**src/srf_pkg.sv**
```systemverilog
// ----------------------------------------------------------------------------
// srf_pkg
// Types and constants shared by the sample ring FIFO modules.
// ----------------------------------------------------------------------------
package srf_pkg;

	// Defaults for the top level parameters.
	localparam int RING_DEPTH_DEF = 2048;
	localparam int AXES_DEF       = 6;
	localparam int MAX_DRAIN_DEF  = 60;

	// Width of the step counter and of drain counts; holds up to 127.
	localparam int CNT_W = 7;

	typedef enum logic [1:0] {
		CMD_PUSH    = 2'd0,
		CMD_DRAIN   = 2'd1,
		CMD_RESTART = 2'd2
	} cmd_t;

	typedef struct packed {
		cmd_t               cmd;
		logic signed [15:0] axis_0;
		logic signed [15:0] axis_1;
		logic signed [15:0] axis_2;
		logic signed [15:0] axis_3;
		logic signed [15:0] axis_4;
		logic signed [15:0] axis_5;
		logic        [5:0]  max_values;
	} req_t;

	typedef struct packed {
		logic signed [15:0] value;
		logic               last;
		logic               empty_res;
		logic        [5:0]  value_count;
	} res_t;

	// Commands from the controller to the datapath.
	typedef struct packed {
		logic item_load;
		logic ptr_clear;
		logic step_clear;
		logic step_inc;
		logic ram_write;
		logic ram_read;
		logic wp_advance;
		logic rp_advance;
		logic res_load_value;
		logic res_load_empty;
	} ctl_cmd_t;

	// Status from the datapath to the controller.
	typedef struct packed {
		logic push_room;
		logic drain_zero;
		logic push_last;
		logic drain_last;
		logic res_free;
	} ctl_sts_t;

endpackage

```
**src/srf_ctrl.sv**
```systemverilog
// ----------------------------------------------------------------------------
// srf_ctrl
// Sequencer for push, drain and restart requests of the sample ring FIFO.
// ----------------------------------------------------------------------------
module srf_ctrl
	import srf_pkg::*;
(
	input  logic     clk,
	input  logic     arst_n,
	input  logic     req_valid,
	input  cmd_t     req_cmd,
	output logic     req_stall,
	output ctl_cmd_t ctl,
	input  ctl_sts_t sts
);

	typedef enum logic [2:0] {
		ST_IDLE,
		ST_PUSH,
		ST_DRAIN_RD,
		ST_DRAIN_LD,
		ST_EMPTY
	} state_t;

	state_t state_q;
	state_t state_nxt;
	logic   accept;

	assign req_stall = (state_q != ST_IDLE);
	assign accept    = req_valid && (state_q == ST_IDLE);

	always_comb begin
		ctl       = '0;
		state_nxt = state_q;
		unique case (state_q)
			ST_IDLE: begin
				if (accept) begin
					ctl.item_load  = 1'b1;
					ctl.step_clear = 1'b1;
					unique case (req_cmd)
						CMD_PUSH: begin
							if (sts.push_room) begin
								state_nxt = ST_PUSH;
							end
						end
						CMD_DRAIN: begin
							state_nxt = sts.drain_zero ? ST_EMPTY : ST_DRAIN_RD;
						end
						CMD_RESTART: begin
							ctl.ptr_clear = 1'b1;
						end
						default: begin
						end
					endcase
				end
			end
			ST_PUSH: begin
				ctl.ram_write = 1'b1;
				if (sts.push_last) begin
					ctl.wp_advance = 1'b1;
					state_nxt      = ST_IDLE;
				end else begin
					ctl.step_inc = 1'b1;
				end
			end
			ST_DRAIN_RD: begin
				ctl.ram_read = 1'b1;
				state_nxt    = ST_DRAIN_LD;
			end
			ST_DRAIN_LD: begin
				if (sts.res_free) begin
					ctl.res_load_value = 1'b1;
					if (sts.drain_last) begin
						ctl.rp_advance = 1'b1;
						state_nxt      = ST_IDLE;
					end else begin
						ctl.step_inc = 1'b1;
						state_nxt    = ST_DRAIN_RD;
					end
				end
			end
			ST_EMPTY: begin
				if (sts.res_free) begin
					ctl.res_load_empty = 1'b1;
					state_nxt          = ST_IDLE;
				end
			end
			default: begin
				state_nxt = ST_IDLE;
			end
		endcase
	end

	always_ff @(posedge clk or negedge arst_n) begin
		if (!arst_n) begin
			state_q <= ST_IDLE;
		end else begin
			state_q <= state_nxt;
		end
	end

endmodule

```
**config.mk**
```make
export PLATFORM = sky130hd
export DESIGN_NAME = srf_ctrl
export DESIGN_NICKNAME = d
export VERILOG_FILES = /design/src/srf_pkg.sv /design/src/srf_ctrl.sv
export SDC_FILE = /design/constraint.sdc
export NUM_CORES = 1
export LEC_CHECK = 0
export BUFFER_PORTS_ARGS = -buffer_cell sky130_fd_sc_hd__buf_2
export CAP_MARGIN = 5
export CORE_AREA = 4 4 41 43
export DETAILED_ROUTE_END_ITERATION = 10
export DIE_AREA = 0 0 45 47
export GPL_TIMING_DRIVEN = 0
export REMOVE_ABC_BUFFERS = 1
export SYNTH_ARGS = -nofsm -noshare
export SYNTH_HDL_FRONTEND = slang
export SYNTH_SLANG_ARGS = --single-unit
export TNS_END_PERCENT = 20
```
**constraint.sdc**
```tcl
create_clock -name clk -period 1.4 [get_ports clk]
set_input_delay 0.42 -clock clk [delete_from_list [all_inputs] [get_ports clk]]
set_output_delay 0.42 -clock clk [all_outputs]
set_load 0.02 [all_outputs]
```
==> qor.txt <==
P&R area growth vs syn: 76.6%
Final period utilization: 126%
Synthesis-stage register bit count: 3
Area leader, netlist: dfrtp_1
Design area: 548 um2
Fin crit period: 1.76 ns
Die area: 2120 um2
Crit path DAT: 1.34 ns
# H-tree levels: 1
I/O Buffers: 20
Later-pin clock latency in the skew report: 0.24 ns
HPWL after detailed placement: 687 um
Synth Area per Inst: 7.57 um2
Synthesis warning total: 0
Unrepaired setup endpoints after global routing: true
Placed Instance Area: 417 um2
Ports: 21
Max-slew violations: 0
Fill cells: 134
Seq/Total Area, Yosys: 24.2%
FFs w/ async S/R, synth: 100%
Final setup vio count: 11
Predominant post-synthesis flop cell: dfrtp_1
Reg2reg end: state_q[1]$_DFFE_PN0P_
GRT Overall Usage: 9.65%
Layout cells sized above 1: 58.8%
Post-synth EDFFs: 0
Hold wc startpoint: sts[0]
DRT iter0 DRCs: 5
Worst-Margin Slew: 0.244 ns
Post-route ant nets: 0
Sequential cell fraction of total power: 15.2%
Overflow after GRT: 0
Synth area leaders: dfrtp_1 (24%), nor2_1 (11%), nand2_1 (6.0%)
Largest net degree at the start of global routing: 12
Die height: 47 um
Clock network power share: 16.5%
Cell Int Power: 0.537 mW
First-pass GRT wire length: 1470 um
FF-to-FF setup slack: 0.13 ns
FMAX: 567 MHz
GPL Wtd Cong: 0.726
Pwr Total: 0.974 mW
Routed len/inst: 11.4 um
Worst min path class: in2reg
Top cell type's share of synthesized area: 24.2%
CTS max path bufs: 2
Combinational Power Share: 68.3%
Req. time, crit path: 0.98 ns
Mapped Cells: 41
Crit start category: register
Clock Tree Root: clkbuf_4
CTS tree: built
Switching part of the total: 44.8%
Antenna violations before repair: 0
Total Nets Final: 79
Crit Reg-Reg Startpoint: state_q[1]$_DFFE_PN0P_
Yosys cell types: 24
Clock transition at path regs: 0.04 ns
Outcome: complete, but fails checks
Fin. Hold Viols: 0
Largest Register: state_q
Peak supply drop: 0.432 mV
Vias in the first global route: 361
R2R depth: 4
Hold Crit Depth: 2
Die Width: 45 um
TritonRoute pass-1 iters: 2
Worst setup margin: -0.364 ns
Count leader, synth: nor2_1
Cell Rows: 13
Initial Utilization: 23.8%
Via count: 385
Final WL: 947 um
Failing checks: setup timing
Total of max-cap violations: 0
TritonCTS buffer count: 3
CTS Sinks: 3
CP endpoint kind: output pin
Largest register FFs: 3
Synth top cells by count: nor2_1 (9), nand2_1 (5), dfrtp_1 (3), inv_1 (3), nor4b_1 (2)
Endpoint, Worst Hold: state_q[0]$_DFFE_PN0P_
Final Hold Slack: 0.472 ns
NetSw: 0.437 mW
Slew headroom: 83.6%
Vias per inst: 4.64
CP Max Fanout: 5
Lkg Pwr: 0.261 nW
ANT cells: 0
Synth Cell Area: 310 um2
Drc violations: 0
Top flop regs: state_q x3
Core area: 1300 um2
Worst setup path category: reg2out
PwrDens: 1780 nW/um2
Skew final: 0.00580 ns
==> repair_timing <==
item                                   CTS  global route
resized for setup                       17             5
endpoints found under the hold margin    3             0
setup buffers                            4             0
hold buffers                             1             0
setup endpoints to repair               11            12
==> routing by layer <==
layer  global-route usage (%)  share of wire [%]  up-vias
li1                         -                  -      203
met1                     9.59                 39      174
met2                     17.5                 56        6
met3                     3.45                4.5        2
met4                     5.26               0.84        0
met5                        0                  0        -
==> cells by family after synthesis <==
group                  synth area share (%)
AO/OA/AOI/OAI                          24.6
buffers and inverters                  7.66
flip-flops                             24.2
AND/OR/NAND/NOR                        43.6
==> worst max-delay path: stages, from the launching register on <==
cell     delay [ns]
dfrtp_2        0.40
or2_4          0.28
nor4b_4        0.25
buf_4          0.18
==> worst max-delay path by stage <==
stage	cells after the start	endpoint	start	slack, ns
after detailed placement	3	ctl[8]	state_q[1]$_DFFE_PN0P_	-0.34
after CTS	3	ctl[8]	state_q[1]$_DFFE_PN0P_	-0.38
final	3	ctl[8]	state_q[1]$_DFFE_PN0P_	-0.36
after floorplan	2	ctl[8]	state_q[1]$_DFFE_PN0P_	-0.55
after global placement	3	ctl[8]	state_q[1]$_DFFE_PN0P_	-0.33
after global routing	3	ctl[8]	state_q[0]$_DFFE_PN0P_	-0.41
==> cell usage in the layout (no fill, tap or decap), types with 2 or more instances in the layout <==
cell type,synthesis,layout
buf_6,0,2
dfrtp_2,0,3
nand2_1,5,4
nor2_1,9,9
clkbuf_4,0,3
buf_4,1,10
buf_2,1,12
==> final cells by class <==
class                      instances  area [um2]  share of cell area, %
inverter                           3        13.8                   2.51
clock buffer                       4        26.3                   4.79
multi-input combinational         33         243                   44.3
tap                               15        18.8                   3.42
sequential                         3        78.8                   14.4
timing repair buffer              25         168                   30.6
==> per-stage QoR <==
| step | util, % | setup slack (ns) | instances | TNS, ns |
|---|---|---|---|---|
| global placement | 32.0 | -0.328 | 74 | -1.18 |
| detailed placement | 32.0 | -0.337 | 74 | -1.21 |
| floorplan | - | -0.550 | 39 | -1.71 |
| finish | 42.1 | -0.364 | 83 | -2.49 |
| CTS | 40.4 | -0.381 | 83 | -2.42 |
| global route | 42.1 | -0.413 | 83 | -3.03 |
==> power groups by stage <==
stage	logic (mW)	clock network (mW)	registers, mW
final	0.665	0.161	0.148
after global routing	0.717	0.175	0.152
after CTS	0.641	0.163	0.148
after global placement	0.441	0	0.194
after detailed placement	0.445	0	0.195
after floorplan	0.315	0	0.173
Note: power is estimated with default switching activity, not from simulation.
